## config.mk

```make
export PLATFORM = sky130hd
export DESIGN_NAME = pcx_rle_decoder
export DESIGN_NICKNAME = d
export VERILOG_FILES = /design/src/hw/rtl/pcx_rle_pkg.sv /design/src/hw/rtl/pcx_rle_ctrl.sv /design/src/hw/rtl/pcx_rle_dp.sv /design/src/hw/rtl/pcx_rle_decoder.sv
export SDC_FILE = /design/constraint.sdc
export NUM_CORES = 1
export LEC_CHECK = 0
export ABC_AREA = 1
export BUFFER_PORTS_ARGS = -buffer_cell sky130_fd_sc_hd__buf_2
export CORE_MARGIN = 2
export CORE_UTILIZATION = 55
export CTS_BUF_LIST = sky130_fd_sc_hd__clkbuf_16
export DETAILED_ROUTE_END_ITERATION = 8
export PLACE_DENSITY = 0.75
export SYNTH_ARGS = -nofsm -noshare
export SYNTH_HDL_FRONTEND = slang
export SYNTH_SLANG_ARGS = --single-unit
export TNS_END_PERCENT = 1
```

## constraint.sdc

```tcl
create_clock -name clk -period 5 [get_ports clk]
set_input_delay 0.75 -clock clk [delete_from_list [all_inputs] [get_ports clk]]
set_output_delay 0.75 -clock clk [all_outputs]
set_load 0.1 [all_outputs]
```

## src/hw/rtl/pcx_rle_pkg.sv

```systemverilog
package pcx_rle_pkg;

  localparam int unsigned CFG_W   = 13;
  localparam int unsigned CFG_MAX = (1 << CFG_W) - 1;
  localparam int unsigned BYTE_W  = 8;
  localparam int unsigned RUN_W   = 6;

  localparam logic [CFG_W-1:0] WIDTH_RESET  = CFG_W'(320);
  localparam logic [CFG_W-1:0] HEIGHT_RESET = CFG_W'(240);

  localparam logic [1:0] RUN_MARK = 2'b11;

  typedef enum logic [0:0] {
    REG_WIDTH  = 1'b0,
    REG_HEIGHT = 1'b1
  } reg_index_t;

  typedef struct packed {
    logic take;
    logic step;
  } dp_cmd_t;

  typedef struct packed {
    logic slot_free;
    logic total_ok;
    logic run_start;
    logic run_last;
  } dp_stat_t;

endpackage

```

## src/hw/rtl/pcx_rle_ctrl.sv

```systemverilog
module pcx_rle_ctrl (
  input  logic                 clk,
  input  logic                 rst,
  input  logic                 in_valid,
  output logic                 in_ready,
  input  pcx_rle_pkg::dp_stat_t stat,
  output pcx_rle_pkg::dp_cmd_t  cmd
);
  import pcx_rle_pkg::*;

  typedef enum logic [0:0] {
    S_IDLE,
    S_RUN
  } state_t;

  state_t state;

  assign in_ready = (state == S_IDLE) && stat.slot_free && stat.total_ok;
  assign cmd.take = in_valid && in_ready;
  assign cmd.step = (state == S_RUN) && stat.slot_free;

  always_ff @(posedge clk) begin
    if (rst) begin
      state <= S_IDLE;
    end else begin
      unique case (state)
        S_IDLE: begin
          if (cmd.take && stat.run_start) begin
            state <= S_RUN;
          end
        end
        S_RUN: begin
          if (cmd.step && stat.run_last) begin
            state <= S_IDLE;
          end
        end
        default: state <= S_IDLE;
      endcase
    end
  end

endmodule

```

## src/hw/rtl/pcx_rle_dp.sv

```systemverilog
module pcx_rle_dp #(
  parameter int unsigned MAX_SIDE = 4096
) (
  input  logic                            clk,
  input  logic                            rst,
  input  logic                            cfg_we,
  input  logic                            cfg_index,
  input  logic [pcx_rle_pkg::CFG_W-1:0]   cfg_data,
  input  logic [pcx_rle_pkg::BYTE_W-1:0]  code_byte,
  input  logic                            image_start,
  output logic                            out_valid,
  input  logic                            out_ready,
  output logic [pcx_rle_pkg::BYTE_W-1:0]  pixel,
  output logic                            run_end,
  output logic                            image_done,
  input  pcx_rle_pkg::dp_cmd_t            cmd,
  output pcx_rle_pkg::dp_stat_t           stat
);
  import pcx_rle_pkg::*;

  localparam int unsigned SIDE_LIMIT = (MAX_SIDE < CFG_MAX) ? MAX_SIDE : CFG_MAX;
  localparam int unsigned SIDE_W     = $clog2(SIDE_LIMIT + 1);
  localparam int unsigned TOT_W      = 2 * SIDE_W;

  logic [CFG_W-1:0]  image_width;
  logic [CFG_W-1:0]  image_height;
  logic [SIDE_W-1:0] width_clamped;
  logic [SIDE_W-1:0] height_clamped;
  logic [TOT_W-1:0]  total;
  logic              total_ok;

  logic [TOT_W-1:0]  count;
  logic [TOT_W-1:0]  count_next;
  logic              awaiting;
  logic              awaiting_next;
  logic [RUN_W-1:0]  pending;
  logic [RUN_W-1:0]  pending_next;
  logic [RUN_W-1:0]  left;
  logic [RUN_W-1:0]  left_next;
  logic [BYTE_W-1:0] held;
  logic [BYTE_W-1:0] held_next;

  logic              emit;
  logic [BYTE_W-1:0] emit_pixel;
  logic              emit_run_end;
  logic              emit_done;
  logic              run_start;

  logic [TOT_W-1:0]  cnt_eff;
  logic              await_eff;
  logic              full;
  logic [TOT_W-1:0]  cnt_inc;
  logic [TOT_W-1:0]  run_inc;
  logic              run_last;

  always_comb begin
    if (image_width == '0) begin
      width_clamped = SIDE_W'(1);
    end else if (32'(image_width) > SIDE_LIMIT) begin
      width_clamped = SIDE_W'(SIDE_LIMIT);
    end else begin
      width_clamped = image_width[SIDE_W-1:0];
    end
    if (image_height == '0) begin
      height_clamped = SIDE_W'(1);
    end else if (32'(image_height) > SIDE_LIMIT) begin
      height_clamped = SIDE_W'(SIDE_LIMIT);
    end else begin
      height_clamped = image_height[SIDE_W-1:0];
    end
  end

  always_ff @(posedge clk) begin
    if (rst) begin
      image_width  <= WIDTH_RESET;
      image_height <= HEIGHT_RESET;
      total_ok     <= 1'b0;
    end else begin
      total_ok <= !cfg_we;
      if (cfg_we) begin
        unique case (reg_index_t'(cfg_index))
          REG_WIDTH:  image_width  <= cfg_data;
          REG_HEIGHT: image_height <= cfg_data;
          default: ;
        endcase
      end
    end
  end

  always_ff @(posedge clk) begin
    total <= TOT_W'(width_clamped) * TOT_W'(height_clamped);
  end

  assign cnt_eff   = image_start ? '0 : count;
  assign await_eff = !image_start && awaiting;
  assign full      = cnt_eff >= total;
  assign cnt_inc   = cnt_eff + TOT_W'(1);
  assign run_inc   = count + TOT_W'(1);
  assign run_last  = (left == RUN_W'(1)) || (run_inc == total);

  always_comb begin
    count_next    = count;
    awaiting_next = awaiting;
    pending_next  = pending;
    left_next     = left;
    held_next     = held;
    emit          = 1'b0;
    emit_pixel    = code_byte;
    emit_run_end  = 1'b1;
    emit_done     = 1'b0;
    run_start     = 1'b0;

    if (await_eff && (pending != '0) && !full) begin
      run_start = !((pending == RUN_W'(1)) || (cnt_inc == total));
    end

    if (cmd.take) begin
      count_next    = cnt_eff;
      awaiting_next = await_eff;
      pending_next  = image_start ? '0 : pending;
      if (!full) begin
        if (await_eff) begin
          awaiting_next = 1'b0;
          pending_next  = '0;
          if (pending != '0) begin
            emit         = 1'b1;
            emit_done    = cnt_inc == total;
            emit_run_end = !run_start;
            count_next   = cnt_inc;
            left_next    = pending - RUN_W'(1);
            held_next    = code_byte;
          end
        end else if (code_byte[BYTE_W-1 -: 2] == RUN_MARK) begin
          awaiting_next = 1'b1;
          pending_next  = code_byte[RUN_W-1:0];
        end else begin
          emit       = 1'b1;
          emit_done  = cnt_inc == total;
          count_next = cnt_inc;
        end
      end
    end else if (cmd.step) begin
      emit         = 1'b1;
      emit_pixel   = held;
      emit_run_end = run_last;
      emit_done    = run_inc == total;
      count_next   = run_inc;
      left_next    = left - RUN_W'(1);
    end
  end

  always_ff @(posedge clk) begin
    if (rst) begin
      count     <= '0;
      awaiting  <= 1'b0;
      pending   <= '0;
      out_valid <= 1'b0;
    end else begin
      count    <= count_next;
      awaiting <= awaiting_next;
      pending  <= pending_next;
      if (emit) begin
        out_valid <= 1'b1;
      end else if (out_ready) begin
        out_valid <= 1'b0;
      end
    end
  end

  always_ff @(posedge clk) begin
    left <= left_next;
    held <= held_next;
    if (emit) begin
      pixel      <= emit_pixel;
      run_end    <= emit_run_end;
      image_done <= emit_done;
    end
  end

  assign stat.slot_free = !out_valid || out_ready;
  assign stat.total_ok  = total_ok;
  assign stat.run_start = run_start;
  assign stat.run_last  = run_last;

endmodule

```

## src/hw/rtl/pcx_rle_decoder.sv

```systemverilog
// A literal byte's pixel is registered and appears in the cycle after its transfer.
// Throughput: one literal byte per cycle while the output is not stalled; a run of
// n pixels holds the input after its value byte while the output register repeats it.
// A configuration write holds the input while the pixel total
// is recomputed by the side multiplier. Reset is synchronous and restores
// 320 x 240 with an empty run and a cleared pixel count.
module pcx_rle_decoder #(
  parameter int unsigned MAX_SIDE = 4096
) (
  input  logic                            clk,
  input  logic                            rst,
  input  logic                            cfg_we,
  input  logic                            cfg_index,
  input  logic [pcx_rle_pkg::CFG_W-1:0]   cfg_data,
  input  logic                            in_valid,
  output logic                            in_ready,
  input  logic [pcx_rle_pkg::BYTE_W-1:0]  code_byte,
  input  logic                            image_start,
  output logic                            out_valid,
  input  logic                            out_ready,
  output logic [pcx_rle_pkg::BYTE_W-1:0]  pixel,
  output logic                            run_end,
  output logic                            image_done
);
  import pcx_rle_pkg::*;

  dp_cmd_t  cmd;
  dp_stat_t stat;

  pcx_rle_ctrl u_ctrl (
    .clk      (clk),
    .rst      (rst),
    .in_valid (in_valid),
    .in_ready (in_ready),
    .stat     (stat),
    .cmd      (cmd)
  );

  pcx_rle_dp #(
    .MAX_SIDE (MAX_SIDE)
  ) u_dp (
    .clk         (clk),
    .rst         (rst),
    .cfg_we      (cfg_we),
    .cfg_index   (cfg_index),
    .cfg_data    (cfg_data),
    .code_byte   (code_byte),
    .image_start (image_start),
    .out_valid   (out_valid),
    .out_ready   (out_ready),
    .pixel       (pixel),
    .run_end     (run_end),
    .image_done  (image_done),
    .cmd         (cmd),
    .stat        (stat)
  );

endmodule

```

# Word level (Yosys, flattened, before mapping)
# Index checks and enable logic that the tools add are counted.
# Widths: inputs -> output; s select.
dict set report op_classes {
  n_addsub 4
  n_mul 1
  n_lt_le_gt_ge 3
  n_eq_ne 8
  n_mux 48
  n_bitwise 3
  reduce_logical 27
}
# op n
set ops {}
lappend ops {{$mux 26} 7}
lappend ops {{$mux 6} 9}
lappend ops {{$add 26x1->26 const B} 2}
lappend ops {{$eq 26x26->1} 2}
lappend ops {{$mux 13} 4}
lappend ops {{$ge 26x26->1} 1}
lappend ops {{$gt 13x13->1 const B} 2}
lappend ops {{$logic_not 13->1} 2}
lappend ops {{$mul 13x13->26} 1}
lappend ops {{$mux 1} 25}
lappend ops {{$mux 8} 2}
lappend ops {{$eq 6x1->1 const B} 2}
lappend ops {{$sub 6x1->6 const B} 2}
lappend ops {{$logic_and 1x1->1} 9}
lappend ops {{$reduce_and 4->1} 2}
lappend ops {{$logic_not 1->1} 6}
lappend ops {{$reduce_bool 6->1} 1}
lappend ops {{$ne 2x1->1 const B} 2}
lappend ops {{$reduce_and 2->1} 2}
lappend ops {{$reduce_bool 2->1} 2}
lappend ops {{$logic_or 1x1->1} 3}
lappend ops {{$not 1->1} 3}
lappend ops {{$eq 2x2->1 const B} 1}
lappend ops {{$ne 2x2->1 const B} 1}
lappend ops {{$pmux 1 s2} 1}
dict set report totals {
  regBits 112
  input_bits 28
  out_inout_bits 12
  wordCells 108
}

# Logic depth before layout (Yosys ltp)
# Gate-level depths: netlist of the first run.
dict set report logic_depth {
  depth_word 11
  ltp_mapped 30
  ltp_nobuf 29
}

# Hierarchy
# A second synthesis of the first run with hierarchy kept.
dict set report unflattened {
  hier_cells 2062
  hier_area_um2 14069.7
}
# mod n_inst cells_each area_each_um2 seq_area_each_um2
set modules_own_cells {}
lappend modules_own_cells {pcx_rle_dp 1 2052 13998.4 2462.4}
lappend modules_own_cells {pcx_rle_ctrl 1 10 71.3 20.0}

# Worst setup path after synthesis of the first run
# OpenSTA, ideal clock, no wires.
dict set report synth_timing {
  kind {reg-to-reg}
  startpoint {register u_dp.image_height[12]}
  endpoint {register u_dp.total[21]}
  setup_time_ns 0.072
  t_arrival_ns 5.494
  required_ns 4.928
  slack_ns -0.566
  stages_incl_launch_ff 30
  n_path_buf 2
  period_less_slack_ns 5.566
  cell_sequence {dfxtp_1 clkbuf_1 nand2_1 inv_1 nor2_1 inv_1 clkbuf_1 nor2_1 fa_1 inv_1 fa_1 inv_1 fa_1 inv_1 fa_1 fa_1 inv_1 ha_1 nand2_1 nand2_1 nand3_1 nand2_1 a21oi_1 o21ai_0 nand2_1 nand2_1 a21oi_1 nor2_1 nor2_1 xor2_1}
}
dict set report synth_between {
  elab_chain_cells 4
  elab_cells_between_ends 5
  classes_between {mul: 1; order compare: 1; mux: 2; reduce/logical: 1}
}
# element line_no
set synth_rtl {}
lappend synth_rtl {{start: declaration} pcx_rle_dp.sv:26} ;# logic [CFG_W-1:0] image_height;
lappend synth_rtl {{start signal: assignment} pcx_rle_dp.sv:83} ;# REG_HEIGHT: image_height <= cfg_data;
lappend synth_rtl {{$gt 13x13->1} pcx_rle_dp.sv:66} ;# end else if (32'(image_height) > SIDE_LIMIT) begin
lappend synth_rtl {{$mux 13} pcx_rle_dp.sv:66}
lappend synth_rtl {{$mux 13 (*)} pcx_rle_dp.sv:64} ;# if (image_height == '0) begin
lappend synth_rtl {{$mul 13x13->26 (*)} pcx_rle_dp.sv:91} ;# total <= TOT_W'(width_clamped) * TOT_W'(height_clamped);
lappend synth_rtl {{end signal: assignment} pcx_rle_dp.sv:91}
lappend synth_rtl {{end: declaration} pcx_rle_dp.sv:29} ;# logic [TOT_W-1:0] total;
# Every way passes the cells marked *; elsewhere a longest branch is shown, timed or not.
# A chain may end at the register's enable or synchronous reset.

# Final worst setup path of the first run
dict set report layout_timing {
  startpoint {register u_dp.image_height[3]}
  endpoint {register u_dp.total[16]}
}
# Same word-level chain as after synthesis.

==> results of run 1 <==
[repair_timing]
item / CTS / global route
pin swaps: 15 / 18
resized for setup: 14 / 48
endpoints found under the setup margin: 15 / 19
cloned: 1 / 0
setup buffers: 4 / 6
[metal layers]
layer	routed length [µm]	up-vias
li1	-	6951
met1	18200	6856
met2	23100	793
met3	4330	237
met4	3520	0
met5	0	-
[where the power goes]
group          total [W]  internal [W]  switching (W)
sequential       0.00114       0.00102       0.000121
clock           0.000796      0.000362       0.000434
combinational    0.00246       0.00105        0.00141
total            0.00440       0.00243        0.00197
[synth_stat cells (2+ instances only)]
cell type  instances
buf_1              2
ha_1             104
fa_1             121
nand3_2            3
buf_4              2
o2111ai_1          2
xnor3_1            2
nor2_4             4
o31ai_1            3
nand2_2            2
a21o_1             3
buf_2             12
dfxtp_1           88
a22oi_1           10
clkbuf_1          41
a32oi_1            3
inv_1            355
a21oi_1          111
nand3_1          150
edfxtp_1          24
nor3_1             7
nor2_2             9
xor2_1            27
o21bai_1           5
and2_1             3
o22ai_1           27
o211ai_1          15
nand4_1           23
o21ai_0           97
o221ai_1           5
nor4_1            11
a31oi_1            3
clkinv_1           5
inv_2             14
nor2_1           265
nand2_1          515
xnor2_1            9
[cells by family (layout without fill, tap and decap cells)]
logic type      Yosys count  after routing  share of synthesized area, %
compound gates          288            288                          11.6
mux                       1              1                        0.0716
fa+ha+maj               225            225                          26.6
simple gates            998            999                          29.6
buf+inv                 432            588                          11.8
xor+xnor                 38             38                          2.58
flops                   112            112                          17.8
[path summary, 6_finish.rpt]
| path | cells past startpoint | to | startpoint |
|---|---|---|---|
| max | 25 | u_dp.total[16] | u_dp.image_height[3] |
| min | 2 | u_dp.awaiting | u_dp.awaiting |
| max reg2reg | 25 | u_dp.total[16] | u_dp.image_height[3] |
| min reg2reg | 2 | u_dp.awaiting | u_dp.awaiting |
[per-stage QoR]
step	utilization (%)	instance area, µm²	hold WS [ns]	power (W)
5_1_grt	65.5	16400	0.529	0.00467
4_1_cts	64.4	16100	0.510	0.00426
3_3_place_gp	62.8	15700	0.461	0.00342
6_report	65.5	16400	0.509	0.00440
3_5_place_dp	62.8	15700	0.496	0.00346
2_1_floorplan	-	14200	0.437	0.00256
[area by class of cell]
cell class	count	area, µm²
Timing Repair Buffer	198	1470
Clock inverter	7	78.8
Inverter	374	1420
Sequential cell	112	2490
Multi-Input combinational cell	1551	10300
Fill cell	2257	8630
Clock buffer	9	225
Tap cell	330	413
[worst register-to-register path: cells and delay by family, from the launching register on]
kind,cells,cell delay (ns)
compound gates,5,0.83
flops,1,0.35
buf+inv,8,0.76
xor+xnor,1,0.13
fa+ha+maj,6,2.49
simple gates,5,0.77
[registers in the layout, indices dropped and copies added (netlist names)]
| name | count |
|---|---|
| u_dp.count | 26 |
| u_dp.image_done | 1 |
| u_dp.total_ok | 1 |
| u_dp.out_valid | 1 |
| u_dp.pixel | 8 |
| u_dp.total | 26 |
| u_dp.awaiting | 1 |
| u_dp.left | 6 |
| u_dp.image_height | 13 |
| u_dp.image_width | 13 |
| u_dp.run_end | 1 |
| u_ctrl.state | 1 |
| u_dp.held | 8 |
| u_dp.pending | 6 |
==> summary.md, run 1 <==
| Metric | Value |
|---|---|
| Status | complete, but fails checks |
| Violated checks | setup timing |
| Synth async-reset ratio | 0% |
| Crit Path Class | reg -> reg |
| P_leak | approximately 8.1 nW |
| Wire length per cell | around 19 µm |
| Max_slew headroom | between 30 and 40% |
| Post-layout min period | approximately 5.4 ns |
| Die H | 163 µm |
| Final setup violation count | 13 |
| Slowest cell on crit path | fa_1 |
| Core area | around 25,000 µm² |
| GRT overflow | 0 |
| CP Max Fanout | 6 |
| Sequential cell area fraction in the yosys report | approximately 18% |
| Residual DRC count | 0 |
| Pin count of the biggest net entering global routing | 42 |
| Fin cells | approximately 2,600 |
| Required @ worst endpoint | 5.26 ns |
| Cell count after synthesis | around 2,100 |
| Commonest non-fill, non-tap cell in the layout | nand2_1 |
| Met1 Track Usage GR | a little over two fifths |
| Dpl hpwl | approximately 39 mm |
| HP Class | reg -> reg |
| CP top delay family | adder cells |
| Synth Flop Type | dfxtp_1 |
| Total of max-cap violations | 0 |
| CP Buf/Inv Count | 8 |
| Num CTS Buffers | 9 |
| Setup TNS | -3.90 ns |
| Antenna cell count | 0 |
| DRT iter0 DRCs | around 1,500 |
| GP Congestion | about 1.0 |
| Critical Path Sink Type | register |
| Rows | 58 |
| CP arrival | 5.69 ns |
| Fin. max-slew vios | 0 |
| CTS clock-pin slew for the worst setup and hold paths | roughly 0.09 ns |
| Crit path launch type | register |
| Final Routed Wirelength | ~49 mm |
| Area leader, netlist | fa_1 |
| PortBufs | 39 |
| Hold Fails Final Rpt | 0 |
| Commonest non-fill, non-tap cells in the layout | nand2_1, inv_1, nor2_1 |
| GR peak layer | met2 |
| Post-synth EDFFs | 24 |
| Dpl ws | -0.482 ns |
| Crit share post-route | 109% |
| RSZ-0062 raised after global routing | true |
| H-Tree Depth | 3 |
| Nets | between 2,000 and 2,500 |
| Total number of vias | between 10,000 and 15,000 |
| Die X | around 160 µm |
| Synthesized flop and latch total | 112 |
| Area of the die | approximately 27,000 µm² |
| Initial core utilization | between 50% and 60% |
| Pwr/cell area | 268 nW/µm² |
| Layout cell share with drive strength beyond 1 | 15.1% |
| I/O pin count | 40 |
| First-pass GRT wire length | between 70 and 80 mm |
| CTS sink count | around 110 |
| ANT nets after route | 0 |
| Number of iterations in the first detailed-routing pass | 7 |
| Grt met3 use | between 6 and 7% |
| Netlist cell types | 49 |
| Area Overhead vs Synth | 17.4% |
| Cell mode on critical path | fa_1 |
| Drt via density | between 5 and 6 |
| Worst-skew pair later-pin latency | 0.38 ns |
| Met2 Use GR | 62.8% |
| Post-synthesis cell area | ~14,000 µm² |
| Vias in the first global route | ~15,000 |
| Skew final | between 0.02 and 0.03 ns |
| Worst R2R Setup Slack | -0.43 ns |
| Worst-Margin Slew | roughly 0.93 ns |
| Setup WS post-layout | -0.429 ns |
| Fmax | roughly 180 MHz |
| Initial antenna violation count | 0 |
| Syn_area_per_cell | between 6 and 7 µm² |
| CTS tree | done |
| Hold buffer count at cts | 0 |
| YS warnings | 0 |
| Tot GR Track Use | 37.2% |
| Clock Tree Buf Depth | 2 |
| Worst VDD drop | 0.000190 V |
| Synth area leaders | fa_1, nand2_1, dfxtp_1, inv_1, ha_1 |
| Dpl cells | approximately 2,600 |
| Post-synth top area share | between 10% and 20% |
| Synthesized Nets | around 2,300 |
| Worst path max stage delay | 0.49 ns |
| Clk root buf | clkbuf_16 |
No activity file was read; power rests on OpenSTA's default activity.
==> run 2: changes to the inputs <==
--- a/config.mk
+++ b/config.mk
@@ -8,11 +8,10 @@
 export ABC_AREA = 1
 export BUFFER_PORTS_ARGS = -buffer_cell sky130_fd_sc_hd__buf_2
 export CORE_MARGIN = 2
-export CORE_UTILIZATION = 55
+export CORE_UTILIZATION = 50
 export CTS_BUF_LIST = sky130_fd_sc_hd__clkbuf_16
 export DETAILED_ROUTE_END_ITERATION = 8
-export PLACE_DENSITY = 0.75
+export PLACE_DENSITY = 0.69
 export SYNTH_ARGS = -nofsm -noshare
 export SYNTH_HDL_FRONTEND = slang
 export SYNTH_SLANG_ARGS = --single-unit
-export TNS_END_PERCENT = 1
==> run 2 against run 1 <==
Final cell count rose by 3.1%. Die area rose by 9.7%. Via count shrank 1.4%. Highest routed layer unchanged. Sequential power is essentially flat. Fmax decreased by 2.5%. Non-clock buffer count increased by 33. Largest power group unchanged. Clock-buffer cell count stayed put. Flip-flop and latch count stayed put. The run still ends with setup timing left. Routed wire length shrank 0.68%. Critical path depth is 7 higher.
==> summary.md, run 2 (same netlist as run 1, synthesis figures left out) <==
| Metric | Value |
|---|---|
| I/O pin count | 40 (unchanged) |
| Clock Tree Buf Depth | 2 (unchanged) |
| GRT overflow | 0 (unchanged) |
| Fmax | 180 MHz (-2.5%) |
| P_leak | 8.24 nW (+2.1%) |
| Top flop regs | u_dp.count (26), u_dp.total (26) |
| Worst reg2reg endpoint | u_dp.total[21] |
| Pin count of the biggest net entering global routing | 41 (-2.4%) |
| Reg2reg start | u_dp.image_height[8] |
| Worst path max stage delay | 0.51 ns (+0.02 ns) |
| Crit path launch type | register |
| Net Sw Frac | 44.6% (-0.16 points) |
| Beginning of the critical path | u_dp.image_height[8] |
| PortBufs | 39 (unchanged) |
| Area of the die | 29,300 µm² (+9.7%) |
| Vias in the first global route | 14,200 (-2.3%) |
| Clock share of power | 17.7% (-0.4 points) |
| Area Overhead vs Synth | 20.4% |
| Worst R2R Setup Slack | -0.57 ns (-0.14 ns) |
| CP Max Fanout | 5 (-1) |
| Layout cell share with drive strength beyond 1 | 17.2% (+2.1 points) |
| ANT nets after route | 0 (unchanged) |
| Initial antenna violation count | 0 (unchanged) |
| Number of iterations in the first detailed-routing pass | 5 (-2) |
| HP Class | reg -> reg |
| Worst-Margin Slew | 1.05 ns (+0.122 ns) |
| Antenna cell count | 0 (unchanged) |
| GP Congestion | 0.994 (-4.3%) |
| Commonest non-fill, non-tap cells in the layout | nand2_1, inv_1, nor2_1 |
| Pwr/cell area | 269 nW/µm² (+0.40%) |
| Wire length per cell | 18.4 µm (-3.7%) |
| CTS clock-pin slew for the worst setup and hold paths | 0.09 ns (about the same) |
| Status | complete, but fails checks |
| Required @ worst endpoint | 5.30 ns (+0.04 ns) |
| Max_slew headroom | 29.6% (-8.1 points) |
| Initial core utilization | 50.6% (-5.2 points) |
| Hold buffer count at cts | 0 (unchanged) |
| Setup WS post-layout | -0.566 ns (-0.137 ns) |
| Hold Fails Final Rpt | 0 (unchanged) |
| CP arrival | 5.87 ns (+0.18 ns) |
| Crit share post-route | 111% (+2.7 points) |
| # fillers | 2,614 (+16%) |
| Fin. max-slew vios | 0 (unchanged) |
| CTS tree | done |
| Clk root buf | clkbuf_16 |
| Nets | 2,531 (+1.3%) |
| Total of max-cap violations | 0 (unchanged) |
| Sequential share of power | 25.3% (-0.7 points) |
| Int Pwr | 0.00251 W (+3.3%) |
| Total number of vias | 14,600 (-1.4%) |
| Tot GR Track Use | 34.0% (-3.2 points) |
| RSZ-0062 raised after global routing | true |
| Dpl hpwl | 38.8 mm (-0.69%) |
| Worst VDD drop | 0.000178 V (-6.2%) |
| Rows | 61 (+5.2%) |
| Skew final | 0.0153 ns (-0.0112 ns) |
| Critical Path Sink Type | register |
| Num CTS Buffers | 9 (unchanged) |
| Gate power share | 57.0% (+1.1 points) |
| Final Routed Wirelength | 48.8 mm (-0.68%) |
| Drt via density | 5.50 (-4.4%) |
| R2R depth | 32 (+28%) |
| Worst-skew pair later-pin latency | 0.38 ns (about the same) |
| DRT iter0 DRCs | 1,177 (-20%) |
| Setup crit end | u_dp.total[21] |
| Slowest cell on crit path | fa_1 |
| H-Tree Depth | 3 (unchanged) |
| CTS sink count | 112 (unchanged) |
| Final setup violation count | 16 (+3) |
| Net Sw Power | 0.00202 W (+2.6%) |
| Post-layout min period | 5.57 ns (+0.137 ns) |
| Die H | 171 µm (+4.8%) |
| Area of the multi-input gates | 10,400 µm² (+0.96%) |
| Violated checks | setup timing |
| Die X | 171 µm (+4.8%) |
| Post-layout util | 60.9% (-4.6 points) |
| Core area | 27,600 µm² (+10%) |
| Residual DRC count | 0 (unchanged) |
| Commonest non-fill, non-tap cell in the layout | nand2_1 |
| Crit Path Class | reg -> reg |
| First-pass GRT wire length | 75.9 mm (-0.64%) |
| Storage element area | 2490 µm² (unchanged) |
| Setup TNS | -6.41 ns (-2.51 ns) |
-- run 2: changes by cell type in the layout (fill, tap and decap cells not counted), moves of 3 or more --
cell / delta
inv_1: -11
nand2_2: +4
buf_6: +7
a21oi_4: +3
nor2_4: +5
inv_2: +13
buf_4: +27
nor2_2: -7
nand2_1: -6
-- run 2: worst min-delay path by stage --
| stage | startpoint | to | slack [ns] | cells past startpoint |
|---|---|---|---|---|
| 2_1_floorplan | u_ctrl.state | u_ctrl.state | 0.44 | 2 |
| 3_3_place_gp | u_ctrl.state | u_ctrl.state | 0.47 | 2 |
| 3_5_place_dp | u_dp.awaiting | u_dp.awaiting | 0.47 | 2 |
| 4_1_cts | u_dp.awaiting | u_dp.awaiting | 0.48 | 2 |
| 5_1_grt | u_dp.awaiting | u_dp.awaiting | 0.50 | 2 |
| 6_report | u_dp.awaiting | u_dp.awaiting | 0.49 | 2 |
-- run 2: metrics by stage --
step | worst slack (ns) | std cells | total power [W] | instance area, µm² | hold WS, ns
floorplan | -0.0472 | 2094 | 0.00257 | 14300 | 0.437
global placement | -0.582 | 2616 | 0.00343 | 15900 | 0.469
detailed placement | -0.603 | 2616 | 0.00347 | 15900 | 0.470
CTS | -0.446 | 2649 | 0.00440 | 16600 | 0.484
global route | -0.804 | 2661 | 0.00484 | 16800 | 0.504
finish | -0.566 | 2661 | 0.00453 | 16800 | 0.486
-- run 2: critical path: cells and delay by family, from the launching register on --
kind | cells | cell delay [ns]
fa+ha+maj | 6 | 2.36
simple gates | 13 | 1.38
buf+inv | 9 | 0.87
compound gates | 3 | 0.39
flops | 1 | 0.34
xor+xnor | 1 | 0.16
-- run 2: power groups by stage --
stage / logic [W] / clock network [W] / registers, W
finish: 0.00258 / 0.000801 / 0.00115
CTS: 0.00246 / 0.000809 / 0.00113
floorplan: 0.00146 / 0 / 0.00111
global route: 0.00285 / 0.000838 / 0.00115
global placement: 0.00227 / 0 / 0.00115
detailed placement: 0.00232 / 0 / 0.00115
-- run 2: timing repair --
action,4_1_cts,5_1_grt
gates resized for setup,50,44
setup endpoints to repair,16,19
pin swaps,37,37
buffers inserted,17,12
-- run 2: area by class of cell --
cell class | count | share of cell area (%)
clock buffer | 9 | 1.34
clock inverter | 7 | 0.498
multi-input combinational | 1550 | 61.9
timing repair buffer | 231 | 10.3
sequential | 112 | 14.8
tap | 378 | 2.81
inverter | 374 | 8.43
-- run 2: per-layer routing --
metal | share of wire [%] | global-route usage, % | routed length (µm)
met5 | 0 | 0 | 0
met4 | 6.3 | 19.9 | 3090
met3 | 7.2 | 4.49 | 3520
met2 | 47 | 57.4 | 22800
met1 | 40 | 41.7 | 19400
